[config.mk]
export PLATFORM = sky130hd
export DESIGN_NAME = buffer_pool_pin_evict
export DESIGN_NICKNAME = d
export VERILOG_FILES = /design/src/rtl/bpe_pkg.sv /design/src/rtl/bpe_ram.sv /design/src/rtl/buffer_pool_pin_evict.sv
export SDC_FILE = /design/constraint.sdc
export NUM_CORES = 2
export LEC_CHECK = 0
export BUFFER_PORTS_ARGS = -buffer_cell sky130_fd_sc_hd__clkbuf_2
export CORE_ASPECT_RATIO = 0.6
export CORE_MARGIN = 5
export CORE_UTILIZATION = 60
export CTS_CLUSTER_SIZE = 10
export DETAILED_ROUTE_END_ITERATION = 10
export GPL_TIMING_DRIVEN = 0
export PLACE_DENSITY_LB_ADDON = 0.15
export SLEW_MARGIN = 20
export SYNTH_ARGS = -nofsm -noshare
export SYNTH_HDL_FRONTEND = slang
export SYNTH_SLANG_ARGS = --single-unit
[constraint.sdc]
create_clock -name aclk -period 25.2 [get_ports aclk]
set_clock_uncertainty 0.15 [all_clocks]
set_input_delay 1.26 -clock aclk [delete_from_list [all_inputs] [get_ports aclk]]
set_output_delay 1.26 -clock aclk [all_outputs]
set_load 0.05 [all_outputs]
[src/rtl/bpe_pkg.sv]
// Package for the buffer pool pin/evict block: slot table sizes, field widths,
// command and status codes, and the sequencer state type.
// No dependencies.
package bpe_pkg;

    // slot table geometry (slot and register fields are fixed width)
    localparam int SLOTS    = 16;
    localparam int SLOT_W   = 4;
    localparam int CNT_W    = 5;
    localparam int FRAMES_W = 5;
    localparam int PAGE_W   = 32;
    localparam int ADDR_W   = 44;
    localparam int STS_W    = 3;

    // request commands
    localparam logic CMD_FIX   = 1'b0;
    localparam logic CMD_UNFIX = 1'b1;

    // result status codes
    localparam logic [STS_W-1:0] STS_HIT        = 3'd0;
    localparam logic [STS_W-1:0] STS_LOAD_FREE  = 3'd1;
    localparam logic [STS_W-1:0] STS_LOAD_EVICT = 3'd2;
    localparam logic [STS_W-1:0] STS_ALL_PINNED = 3'd3;
    localparam logic [STS_W-1:0] STS_RELEASED   = 3'd4;
    localparam logic [STS_W-1:0] STS_NOT_HELD   = 3'd5;
    localparam logic [STS_W-1:0] STS_PIN_SAT    = 3'd6;

    // sequencer states
    typedef enum logic [5:0] {
        ST_IDLE     = 6'b000001,
        ST_SCAN     = 6'b000010,
        ST_DECIDE   = 6'b000100,
        ST_MUL_LOAD = 6'b001000,
        ST_MUL_WB   = 6'b010000,
        ST_RESP     = 6'b100000
    } bpe_state_t;

endpackage

[src/rtl/bpe_ram.sv]
// Generic single-write, single-read RAM with registered read data.
// No dependencies.
module bpe_ram #(
    parameter int WIDTH = 32,
    parameter int DEPTH = 16
) (
    input  logic                     aclk,
    input  logic                     wr_en,
    input  logic [$clog2(DEPTH)-1:0] wr_addr,
    input  logic [WIDTH-1:0]         wr_data,
    input  logic [$clog2(DEPTH)-1:0] rd_addr,
    output logic [WIDTH-1:0]         rd_data
);

    logic [WIDTH-1:0] mem_reg [DEPTH];
    logic [WIDTH-1:0] rd_data_reg;

    // write port and registered read port
    always_ff @(posedge aclk) begin
        if (wr_en) begin
            mem_reg[wr_addr] <= wr_data;
        end
        rd_data_reg <= mem_reg[rd_addr];
    end

    assign rd_data = rd_data_reg;

endmodule

[src/rtl/buffer_pool_pin_evict.sv]
// Buffer pool slot manager top level: pin counts, release order, eviction.
// Depends on bpe_pkg and bpe_ram.

// One request is handled at a time and s_ready is high only while the block is
// idle. After acceptance a request walks the 16 slots through the page tag RAM
// (one slot per cycle, with registered read data), then decides and updates the
// slot table, then uses the shared address multiplier for the load address and
// then the writeback address, then presents the result and returns to idle.
// The result word is held on the m_ side until taken. frames_in_use is written
// through the cfg_ channel, which is always ready; writes belong between
// requests. No clearing pass is needed after reset.
module buffer_pool_pin_evict
    import bpe_pkg::*;
#(
    parameter int PAGE_BYTES = 4096,
    parameter int MAX_PINS   = 255
) (
    input  logic                aclk,
    input  logic                aresetn,
    // configuration write channel
    input  logic                cfg_valid,
    output logic                cfg_ready,
    input  logic [FRAMES_W-1:0] cfg_frames_in_use,
    // request channel
    input  logic                s_valid,
    output logic                s_ready,
    input  logic                s_cmd,
    input  logic [PAGE_W-1:0]   s_page_id,
    input  logic                s_mark_dirty,
    // result channel
    output logic                m_valid,
    input  logic                m_ready,
    output logic [STS_W-1:0]    m_status,
    output logic [SLOT_W-1:0]   m_slot,
    output logic [ADDR_W-1:0]   m_load_address,
    output logic                m_writeback_needed,
    output logic [ADDR_W-1:0]   m_writeback_address,
    output logic                m_still_pinned
);

    localparam int PIN_W  = $clog2(MAX_PINS + 1);
    localparam int PB_W   = $clog2(PAGE_BYTES + 1);
    localparam int PROD_W = PAGE_W + PB_W;

    localparam logic [PIN_W-1:0]    PIN_MAX = PIN_W'(MAX_PINS);
    localparam logic [PIN_W-1:0]    PIN_ONE = PIN_W'(1);
    localparam logic [PB_W-1:0]     PB_K    = PB_W'(PAGE_BYTES);
    localparam logic [CNT_W-1:0]    SCAN_END = CNT_W'(SLOTS);

    // sequencer
    bpe_state_t state_reg, state_next;

    // configuration
    logic [FRAMES_W-1:0] frames_reg;
    logic [CNT_W-1:0]    limit;

    // latched request
    logic              cmd_reg;
    logic [PAGE_W-1:0] page_reg;
    logic              mdirty_reg;

    // slot table (flops, read at the scan index; rank and order also across all slots)
    logic [SLOTS-1:0]  valid_reg, valid_next;
    logic [PIN_W-1:0]  pin_reg   [SLOTS];
    logic [PIN_W-1:0]  pin_next  [SLOTS];
    logic [SLOTS-1:0]  dirty_reg, dirty_next;
    logic [SLOT_W-1:0] rank_reg  [SLOTS];
    logic [SLOT_W-1:0] rank_next [SLOTS];
    logic [SLOTS-1:0]  ord_reg, ord_next;

    // scan pipeline
    logic [CNT_W-1:0]  scan_idx_reg;
    logic              comp_en_reg;
    logic [SLOT_W-1:0] comp_idx_reg;
    logic [PAGE_W-1:0] tag_rd_data;
    logic              tag_wr_en;
    logic [SLOT_W-1:0] tag_wr_addr;

    // scan results
    logic [CNT_W-1:0]  used_cnt_reg;
    logic [CNT_W-1:0]  ord_cnt_reg;
    logic              hit_found_reg;
    logic [SLOT_W-1:0] hit_idx_reg;
    logic [PIN_W-1:0]  hit_pin_reg;
    logic              hit_ord_reg;
    logic [SLOT_W-1:0] hit_rank_reg;
    logic              free_found_reg;
    logic [SLOT_W-1:0] free_idx_reg;
    logic              vic_found_reg;
    logic [SLOT_W-1:0] vic_idx_reg;
    logic [SLOT_W-1:0] vic_rank_reg;
    logic [PAGE_W-1:0] vic_page_reg;
    logic              vic_dirty_reg;

    // current scanned entry
    logic cur_valid;
    logic cur_match;
    logic cur_victim;

    // decision and result
    logic [STS_W-1:0]  status_reg, status_next;
    logic [SLOT_W-1:0] slot_reg, slot_next;
    logic              pinned_reg, pinned_next;
    logic              wbn_reg, wbn_next;
    logic              load_en_reg, load_en_next;
    logic [ADDR_W-1:0] load_addr_reg;
    logic [ADDR_W-1:0] wb_addr_reg;

    // table update controls
    logic              rm_en;
    logic [SLOT_W-1:0] rm_idx;
    logic [SLOT_W-1:0] rm_rank;
    logic              push_en;
    logic [SLOT_W-1:0] push_rank;
    logic              tgt_en;
    logic [SLOT_W-1:0] tgt_idx;

    // shared address multiplier
    logic [PAGE_W-1:0] mul_op;
    logic [PROD_W-1:0] mul_prod;
    logic [ADDR_W-1:0] mul_addr;

    // handshakes
    assign cfg_ready = 1'b1;
    assign s_ready   = (state_reg == ST_IDLE);
    assign m_valid   = (state_reg == ST_RESP);

    // register clamp: 0 acts as 1, above the slot count acts as the slot count
    always_comb begin
        if (frames_reg == '0) begin
            limit = CNT_W'(1);
        end else if (CNT_W'(frames_reg) > SCAN_END) begin
            limit = SCAN_END;
        end else begin
            limit = CNT_W'(frames_reg);
        end
    end

    // page tag store
    bpe_ram #(
        .WIDTH (PAGE_W),
        .DEPTH (SLOTS)
    ) u_tag_ram (
        .aclk    (aclk),
        .wr_en   (tag_wr_en),
        .wr_addr (tag_wr_addr),
        .wr_data (page_reg),
        .rd_addr (scan_idx_reg[SLOT_W-1:0]),
        .rd_data (tag_rd_data)
    );

    assign tag_wr_en   = tgt_en;
    assign tag_wr_addr = tgt_idx;

    // classify the entry whose tag just came out of the RAM
    assign cur_valid  = valid_reg[comp_idx_reg];
    assign cur_match  = cur_valid && (tag_rd_data == page_reg);
    assign cur_victim = cur_valid && (pin_reg[comp_idx_reg] == '0) && ord_reg[comp_idx_reg]
                        && (!vic_found_reg || (rank_reg[comp_idx_reg] < vic_rank_reg));

    // sequencer next state
    always_comb begin
        state_next = state_reg;
        case (state_reg)
            ST_IDLE: begin
                if (s_valid) begin
                    state_next = ST_SCAN;
                end
            end
            ST_SCAN: begin
                if (scan_idx_reg == SCAN_END) begin
                    state_next = ST_DECIDE;
                end
            end
            ST_DECIDE:   state_next = ST_MUL_LOAD;
            ST_MUL_LOAD: state_next = ST_MUL_WB;
            ST_MUL_WB:   state_next = ST_RESP;
            ST_RESP: begin
                if (m_ready) begin
                    state_next = ST_IDLE;
                end
            end
            default:     state_next = ST_IDLE;
        endcase
    end

    // decision and slot table update
    always_comb begin
        valid_next   = valid_reg;
        pin_next     = pin_reg;
        dirty_next   = dirty_reg;
        rank_next    = rank_reg;
        ord_next     = ord_reg;
        status_next  = status_reg;
        slot_next    = slot_reg;
        pinned_next  = pinned_reg;
        wbn_next     = wbn_reg;
        load_en_next = load_en_reg;
        rm_en        = 1'b0;
        rm_idx       = hit_idx_reg;
        rm_rank      = hit_rank_reg;
        push_en      = 1'b0;
        push_rank    = hit_ord_reg ? SLOT_W'(ord_cnt_reg - CNT_W'(1)) : SLOT_W'(ord_cnt_reg);
        tgt_en       = 1'b0;
        tgt_idx      = free_idx_reg;

        if (state_reg == ST_DECIDE) begin
            status_next  = STS_HIT;
            slot_next    = '0;
            pinned_next  = 1'b0;
            wbn_next     = 1'b0;
            load_en_next = 1'b0;
            if (cmd_reg == CMD_FIX) begin
                if (hit_found_reg) begin
                    // hit: add a pin unless saturated
                    slot_next   = hit_idx_reg;
                    pinned_next = 1'b1;
                    if (hit_pin_reg >= PIN_MAX) begin
                        status_next = STS_PIN_SAT;
                    end else begin
                        pin_next[hit_idx_reg] = hit_pin_reg + PIN_ONE;
                    end
                end else if (used_cnt_reg < limit) begin
                    // miss with room: lowest free slot
                    status_next = STS_LOAD_FREE;
                    tgt_en      = 1'b1;
                    tgt_idx     = free_idx_reg;
                end else if (vic_found_reg) begin
                    // miss on a full pool: evict oldest released slot
                    status_next = STS_LOAD_EVICT;
                    wbn_next    = vic_dirty_reg;
                    rm_en       = 1'b1;
                    rm_idx      = vic_idx_reg;
                    rm_rank     = vic_rank_reg;
                    tgt_en      = 1'b1;
                    tgt_idx     = vic_idx_reg;
                end else begin
                    status_next = STS_ALL_PINNED;
                end
                if (tgt_en) begin
                    slot_next    = tgt_idx;
                    pinned_next  = 1'b1;
                    load_en_next = 1'b1;
                end
            end else begin
                if (!hit_found_reg) begin
                    status_next = STS_NOT_HELD;
                end else if (hit_pin_reg == '0) begin
                    status_next = STS_NOT_HELD;
                    slot_next   = hit_idx_reg;
                end else begin
                    // release one pin; last pin moves the slot to the newest end
                    status_next = STS_RELEASED;
                    slot_next   = hit_idx_reg;
                    pin_next[hit_idx_reg] = hit_pin_reg - PIN_ONE;
                    if (mdirty_reg) begin
                        dirty_next[hit_idx_reg] = 1'b1;
                    end
                    if (hit_pin_reg == PIN_ONE) begin
                        rm_en   = hit_ord_reg;
                        push_en = 1'b1;
                    end else begin
                        pinned_next = 1'b1;
                    end
                end
            end
        end

        // take a slot out of the release order, closing the gap
        if (rm_en) begin
            for (int i = 0; i < SLOTS; i++) begin
                if (ord_reg[i] && (rank_reg[i] > rm_rank)) begin
                    rank_next[i] = rank_reg[i] - SLOT_W'(1);
                end
            end
            ord_next[rm_idx]  = 1'b0;
            rank_next[rm_idx] = '0;
        end

        // append the released slot at the newest end
        if (push_en) begin
            ord_next[hit_idx_reg]  = 1'b1;
            rank_next[hit_idx_reg] = push_rank;
        end

        // newly loaded slot
        if (tgt_en) begin
            valid_next[tgt_idx] = 1'b1;
            pin_next[tgt_idx]   = PIN_ONE;
            dirty_next[tgt_idx] = 1'b0;
        end
    end

    // shared multiplier: page number to byte address
    assign mul_op   = (state_reg == ST_MUL_LOAD) ? page_reg : vic_page_reg;
    assign mul_prod = PROD_W'(mul_op) * PROD_W'(PB_K);
    assign mul_addr = ADDR_W'(mul_prod);

    // control state
    always_ff @(posedge aclk) begin
        if (!aresetn) begin
            state_reg  <= ST_IDLE;
            frames_reg <= FRAMES_W'(SLOTS);
            valid_reg  <= '0;
            dirty_reg  <= '0;
            ord_reg    <= '0;
            for (int i = 0; i < SLOTS; i++) begin
                pin_reg[i]  <= '0;
                rank_reg[i] <= '0;
            end
        end else begin
            state_reg <= state_next;
            if (cfg_valid && cfg_ready) begin
                frames_reg <= cfg_frames_in_use;
            end
            valid_reg <= valid_next;
            pin_reg   <= pin_next;
            dirty_reg <= dirty_next;
            rank_reg  <= rank_next;
            ord_reg   <= ord_next;
        end
    end

    // request latch, scan walk and result words
    always_ff @(posedge aclk) begin
        if (s_valid && s_ready) begin
            cmd_reg        <= s_cmd;
            page_reg       <= s_page_id;
            mdirty_reg     <= s_mark_dirty;
            scan_idx_reg   <= '0;
            comp_en_reg    <= 1'b0;
            used_cnt_reg   <= '0;
            ord_cnt_reg    <= '0;
            hit_found_reg  <= 1'b0;
            free_found_reg <= 1'b0;
            vic_found_reg  <= 1'b0;
        end

        if (state_reg == ST_SCAN) begin
            // issue the next tag read, process the previous one
            comp_en_reg  <= (scan_idx_reg != SCAN_END);
            comp_idx_reg <= scan_idx_reg[SLOT_W-1:0];
            if (scan_idx_reg != SCAN_END) begin
                scan_idx_reg <= scan_idx_reg + CNT_W'(1);
            end
            if (comp_en_reg) begin
                used_cnt_reg <= used_cnt_reg + CNT_W'(cur_valid);
                ord_cnt_reg  <= ord_cnt_reg + CNT_W'(ord_reg[comp_idx_reg]);
                if (cur_match && !hit_found_reg) begin
                    hit_found_reg <= 1'b1;
                    hit_idx_reg   <= comp_idx_reg;
                    hit_pin_reg   <= pin_reg[comp_idx_reg];
                    hit_ord_reg   <= ord_reg[comp_idx_reg];
                    hit_rank_reg  <= rank_reg[comp_idx_reg];
                end
                if (!cur_valid && !free_found_reg) begin
                    free_found_reg <= 1'b1;
                    free_idx_reg   <= comp_idx_reg;
                end
                if (cur_victim) begin
                    vic_found_reg <= 1'b1;
                    vic_idx_reg   <= comp_idx_reg;
                    vic_rank_reg  <= rank_reg[comp_idx_reg];
                    vic_page_reg  <= tag_rd_data;
                    vic_dirty_reg <= dirty_reg[comp_idx_reg];
                end
            end
        end

        status_reg  <= status_next;
        slot_reg    <= slot_next;
        pinned_reg  <= pinned_next;
        wbn_reg     <= wbn_next;
        load_en_reg <= load_en_next;

        if (state_reg == ST_MUL_LOAD) begin
            load_addr_reg <= load_en_reg ? mul_addr : '0;
        end
        if (state_reg == ST_MUL_WB) begin
            wb_addr_reg <= wbn_reg ? mul_addr : '0;
        end
    end

    // result word
    assign m_status            = status_reg;
    assign m_slot              = slot_reg;
    assign m_load_address      = load_addr_reg;
    assign m_writeback_needed  = wbn_reg;
    assign m_writeback_address = wb_addr_reg;
    assign m_still_pinned      = pinned_reg;

`ifndef NO_ASSERTIONS
    // a loaded page always leaves its slot valid and pinned
    a_load_marks_valid: assert property (@(posedge aclk) disable iff (!aresetn)
        (state_reg == ST_MUL_LOAD &&
         (status_reg == STS_LOAD_FREE || status_reg == STS_LOAD_EVICT))
        |-> (valid_reg[slot_reg] && pin_reg[slot_reg] == PIN_ONE))
        else $error("loaded slot not valid with one pin");

    // only an eviction can ask for a writeback
    a_wb_only_on_evict: assert property (@(posedge aclk) disable iff (!aresetn)
        (m_valid && m_writeback_needed) |-> (m_status == STS_LOAD_EVICT))
        else $error("writeback flagged without eviction");

    // loads leave the slot pinned
    a_load_pinned: assert property (@(posedge aclk) disable iff (!aresetn)
        (m_valid && (m_status == STS_LOAD_FREE || m_status == STS_LOAD_EVICT))
        |-> m_still_pinned)
        else $error("loaded page reported unpinned");

    // all-pinned result carries slot 0 and no pin
    a_all_pinned_fields: assert property (@(posedge aclk) disable iff (!aresetn)
        (m_valid && m_status == STS_ALL_PINNED)
        |-> (m_slot == '0 && !m_still_pinned && m_load_address == '0))
        else $error("all-pinned result fields wrong");

    // the scan finishes before any decision is taken
    a_scan_complete: assert property (@(posedge aclk) disable iff (!aresetn)
        (state_reg == ST_DECIDE) |-> (!comp_en_reg && scan_idx_reg == SCAN_END))
        else $error("decision taken before scan completed");
`endif

endmodule
# Word-level counts from Yosys, hierarchy flattened
# Memories as Yosys holds them, arrays and structs flattened. A register that Yosys moved wholly into a read port is not among the register bits.
# Index checks and enable logic that the tools add are counted.
[classes] order_cmp=34 n_reduce_logical=43 n_eq_ne=13 n_mux=162 add_sub_neg=22 bitwise_logic=17
[op_table] op="2-to-1 mux 128 bit" n=7
[op_table] op="bitwise mux 128 bit" n=2
[op_table] op="2-to-1 mux 4 bit" n=55
[op_table] op="2-to-1 mux 16 bit" n=8
[op_table] op="2-to-1 mux 64 bit" n=2
[op_table] op="AND 112 bit" n=1
[op_table] op="NOT 112 bit" n=1
[op_table] op="subtractor 4 x 1 -> 4 bit, second input constant" n=17
[op_table] op="AND 64 bit" n=1
[op_table] op="bitwise mux 64 bit" n=1
[op_table] op="demux 8 bit (select 4 bit)" n=2
[op_table] op="greater-than comparator 4 bit" n=16
[op_table] op="NOT 64 bit" n=1
[op_table] op="bitwise OR 16 bit" n=4
[op_table] op="2-to-1 mux 5 bit" n=11
[op_table] op="2-to-1 mux 1 bit" n=51
[op_table] op="case mux 6 bit (6 select lines)" n=1
[op_table] op="AND 16 bit" n=2
[op_table] op="binary-select mux 8 bit (select 4 bit)" n=1
[op_table] op="demux 4 bit (select 4 bit)" n=2
[op_table] op="== test 32 bit" n=1
[op_table] op="2-to-1 mux 32 bit" n=1
[op_table] op="2-to-1 mux 8 bit" n=4
[op_table] op="NOT 16 bit" n=2
[op_table] op="39 further kinds" n=97
[word_totals] memories=1 ram_bits=512 ff_bits=468 inputBits=44 elab_cells=358 output_inout_bits=100
[memory_table] memory="u_tag_ram.mem_reg" depth=16 width=32 read_ports=1 rd_ports_with_merged_regs=1 write_ports=1 line_no="bpe_ram.sv:15" text="logic [WIDTH-1:0] mem_reg [DEPTH];"

# Logic depth before layout (Yosys ltp)
[depth] word_depth=18 ltp_mapped=17 mapped_depth_nobuf=16

# Modules after synthesis
# From an unflattened synthesis, not the netlist that was laid out.
[unflattened] hier_cells=3470 hier_area_um2=44994.4
[modules_own_cells] mod="buffer_pool_pin_evict" area_each_um2=25140.4 cells_each=2632 n_inst=1 seq_area_each_um2=10620.2
[modules_own_cells] mod="bpe_ram" area_each_um2=19854.0 cells_each=838 n_inst=1 seq_area_each_um2=16015.4

# Worst setup path after synthesis
# No wires, ideal clock.
[synth_timing] path_type="reg2reg" start="register comp_idx_reg[0]" end="register vic_dirty_reg (enable)" path_slack_ps=16890 path_stages_with_launch=13 arrival_ps=7600 required_time_ps=24490 cell_sequence="edfxtp_1 buf_2 buf_4 buf_4 buf_4 buf_2 mux4_2 mux4_2 ha_1 nand2_1 nand3_1 or3_1 nor4b_1"
[synth_via] elab_chain_len=9 elab_cells_between_ends=18 cone_classes="order compare: 1; mux: 10; bitwise: 1; reduce/logical: 6"
[synth_rtl] item="from (decl)" line_no="buffer_pool_pin_evict.sv:74" text="logic [SLOT_W-1:0] comp_idx_reg;"
[synth_rtl] item="from (signal assigned)" line_no="buffer_pool_pin_evict.sv:342" text="comp_idx_reg <= scan_idx_reg[SLOT_W-1:0];"
[synth_rtl] item="parallel branches: the longest is 7 deep, another holds < comparator 4 bit"
[synth_rtl] item="logical AND 1 bit (*)" line_no="buffer_pool_pin_evict.sv:159" text="&& (!vic_found_reg || (rank_reg[comp_idx_reg] < vic_rank_reg));"
[synth_rtl] item="AND reduction 3 bit (no line) (*)"
[synth_rtl] item="to (signal assigned)" line_no="buffer_pool_pin_evict.sv:365" text="vic_dirty_reg <= dirty_reg[comp_idx_reg];"
[synth_rtl] item="to (decl)" line_no="buffer_pool_pin_evict.sv:93" text="logic vic_dirty_reg;"
# Mark *: on every way between the ends. The select of a mux whose other input is x is not followed.
# A chain may end at the register's enable or synchronous reset.

# Final worst setup path
[layout_timing] start="register comp_idx_reg[1]" end="register vic_page_reg[23] (enable)"
[layout_via] elab_chain_len=9 elab_cells_between_ends=18 cone_classes="order compare: 1; mux: 10; bitwise: 1; reduce/logical: 6"
[layout_rtl] item="parallel branches: the longest is 7 deep, another holds < comparator 4 bit"
[layout_rtl] item="logical AND 1 bit (*)" line_no="buffer_pool_pin_evict.sv:159"
[layout_rtl] item="AND reduction 3 bit (no line) (*)"
[layout_rtl] item="to (signal assigned)" line_no="buffer_pool_pin_evict.sv:364" text="vic_page_reg <= tag_rd_data;"
[layout_rtl] item="to (decl)" line_no="buffer_pool_pin_evict.sv:92" text="logic [PAGE_W-1:0] vic_page_reg;"
# Marks and branches as above.

==> flow_summary.yaml <==
routing:
  drt-pass1-iter-count: 11
  drt_wl_total_mm: 154.0
  drt_iter0_markers: 5912
  drcViolationCount: 4
  vias: 31950
  avgRoutedWirePerCell_um: 34.24
  drtAntennaViolNets: 0
  via_per_inst: 7.101
clock_tree:
  cts_made_buffers: 109
  cts_max_level: 3
  cts_tree: "yes"
  ctsHoldBuffers: 0
  cts_setup_buffers: 0
  ctsRootBufferMaster: "clkbuf_16"
  cts_max_path_buffers: 3
  clk_pin_slew_ps: 60
  cts_sinks: 987
  cts_resized: 0
  clock_latency_ps: 720
floorplanning:
  start_util_pct: 60.63
  core_area_um2: 71890
  rows: 76
  io-pin-count: 144
  die_height_um: 218.8
  die-area_um2: 78310
  fp.dieW_um: 358.0
min_path:
  min_from: "u_tag_ram.rd_data[20]"
  min_to: "vic_page_reg[20]"
  min_path_cells: 0
  hp-class: "flip-flop to flip-flop"
worst_setup_path:
  r2r_start: "comp_idx_reg[1]"
  rrSetupSlack_ps: 18300
  cp_slowest_cell: "clkbuf_1"
  path_class: "flip-flop to flip-flop"
  critical_path_buf_inv_count: 6
  startpoint_type: "flip-flop"
  crit_family: "buffers and inverters"
  worst-r2r-cell-count: 13
  cp_common_cell: "buf_2"
  cp.arrival_ps: 7120
  worst-path-max-fanout: 10
  worstPathCellList: "clkbuf_2 > clkbuf_1 > clkbuf_1 > mux4_2 > mux4_2 > ha_1 > nand2_1 > nand3_1 > or3_1 > nor4b_2 > buf_2 > buf_2 > buf_2"
  max_stage_delay_ps: 850
  end_kind: "flip-flop"
  critical_path_required_ps: 25430
  r2r-end: "vic_page_reg[23]"
power_and_ir_drop:
  leakage_nw: 16.75
  power_density_nw_per_um2: 72.96
  ir_drop_mv: 0.09762
yosys:
  ys_ff_latch: 987
  ys_warn_count: 0
  syn_avg_cell_area_um2: 13.86
  synthTopCellsByArea: "edfxtp_1 (47%), dfxtp_1 (14%), mux4_2 (11%), ha_1 (2.8%), nor2_1 (1.9%)"
  ys_async_sr_fraction_pct: 0
  synth_area_um2: 43590
  synth_area_leader_cell: "edfxtp_1"
  synthTopCellsByCount: "edfxtp_1 (687), dfxtp_1 (300), mux4_2 (221), nor2_1 (215), nand2_1 (192)"
  synth.distinct_cells: 75
  synth-edff-count: 687
  synth-seq-area-share_pct: 61.11
  synthMostInstantiatedCell: "edfxtp_1"
  syn_inst: 3145
  synth_top_flop_cell: "edfxtp_1"
  synth_top_area_share_pct: 47.33
placement:
  place_ws_ps: 18350
  io_buffers: 116
  gp_congestion: 1.024
  hpwl_mm: 106.7
  place_area_um2: 46590
final_layout:
  nNetsFinal: 3583
  layout-drive-gt1-share_pct: 18.14
  final_cell_area_um2: 49780
  fillCellCount: 4726
  largest_reg_flops: 512
  area_growth_pct: 14.21
global_routing:
  grt_pass1_wl_mm: 217.3
  grt_max_degree: 33
  antenna_found_initial: 5
  first_global_vias: 30760
  grtUsageTotal_pct: 39.12
  grt-ovfl-total: 0
sta:
  hold_violations: 0
  tightestPinTransition_ps: 1305
  setup_viol: 0
  finalCritPeriodShare_pct: 27.37
  setup_slack_ps: 18300
  period_minus_slack_ps: 6896
  drv_slew: 0
  grt_setup_unrepaired: "no"
  max_freq_ghz: 0.1450
  relSlewSlack_pct: 12.44
  fin_tns_setup_ps: 0
run:
  drv_cap: 0
status:
  status: "finished with violations"
  violations: "design-rule violations"
## metrics by stage
step,cells,utilization [%],total power [mW],hold slack [ps]
final,4499,69.25,3.632,297.4
after global routing,4497,69.24,3.728,297.3
after CTS,4496,69.18,3.619,295.9
after detailed placement,4304,64.80,2.178,284.9
after global placement,4259,63.26,2.163,264.1
after floorplan,3168,-,2.052,256.4
## how the worst max path moves through the flow
stage | from | to | slack, ps | cells after the start
6_report | comp_idx_reg[1] | vic_page_reg[23] | 18300 | 13
5_1_grt | comp_idx_reg[1] | vic_page_reg[23] | 18340 | 13
4_1_cts | comp_idx_reg[1] | vic_page_reg[23] | 18300 | 13
3_5_place_dp | comp_idx_reg[1] | vic_page_reg[17] | 18350 | 13
3_3_place_gp | comp_idx_reg[1] | vic_page_reg[17] | 10820 | 10
2_1_floorplan | comp_idx_reg[0] | vic_dirty_reg | 16890 | 12
## placed cells by master, fill, tap and decap left out, types with 20 or more instances in the layout
| cell type | Yosys | routed |
|---|---|---|
| conb_1 | 2 | 25 |
| clkbuf_2 | 0 | 126 |
| xor2_1 | 56 | 56 |
| nand2_1 | 192 | 192 |
| a222oi_1 | 40 | 40 |
| edfxtp_1 | 687 | 687 |
| nand3_1 | 68 | 68 |
| o22ai_1 | 90 | 90 |
| a21oi_1 | 121 | 121 |
| clkbuf_16 | 0 | 109 |
| dfxtp_1 | 300 | 300 |
| ha_1 | 98 | 98 |
| buf_4 | 30 | 39 |
| nor3_1 | 68 | 64 |
| o21a_1 | 49 | 49 |
| clkbuf_1 | 133 | 206 |
| nor2_1 | 215 | 198 |
| mux2i_1 | 61 | 58 |
| a22oi_1 | 34 | 34 |
| o21ai_0 | 91 | 91 |
| mux4_2 | 221 | 221 |
| a211oi_1 | 40 | 38 |
| xnor2_1 | 42 | 42 |
| and2_1 | 20 | 20 |
| nand4_1 | 31 | 31 |
| inv_1 | 65 | 64 |
| nor2b_1 | 100 | 100 |
## cell type report
| type | count | area, µm² | share of cell area, % |
|---|---|---|---|
| Sequential cell | 987 | 26640 | 53.50 |
| Multi-Input combinational cell | 1916 | 16190 | 32.52 |
| Clock buffer | 185 | 3013 | 6.052 |
| Timing Repair Buffer | 162 | 1439 | 2.890 |
| Tap cell | 975 | 1220 | 2.450 |
| Buffer | 197 | 893.4 | 1.794 |
| Inverter | 68 | 255.2 | 0.5127 |
| Clock inverter | 7 | 132.6 | 0.2664 |
| Antenna cell | 2 | 5.005 | 0.01005 |
## logic make-up after synthesis
family / after synthesis / share of synthesized area, %
AND/OR/NAND/NOR: 798 / 9.082
adder cells (fa/ha/maj): 98 / 2.813
multiplexers: 297 / 13.21
XOR/XNOR: 98 / 1.969
other: 2 / 0.01723
AO/OA/AOI/OAI: 600 / 9.217
buffers and inverters: 265 / 2.586
flip-flops: 987 / 61.11
## layer usage
metal / global-route usage (%) / vias to the layer above / wire (µm)
met1: 57.83 / 16020 / 60050
met2: 53.95 / 2769 / 63420
met5: 0 / - / 35
met4: 11.05 / 6 / 4416
met3: 15.72 / 363 / 26120
li1: - / 12790 / -
## power breakdown
part           internal (mW)  switching [mW]  total [mW]  leakage (nW)
clock                  0.818           0.652        1.47          1.49
sequential              1.78          0.0498        1.83          8.64
combinational          0.131           0.200       0.332          6.62
total                   2.73           0.902        3.63          16.8
Power figures use the tool's default switching activity.
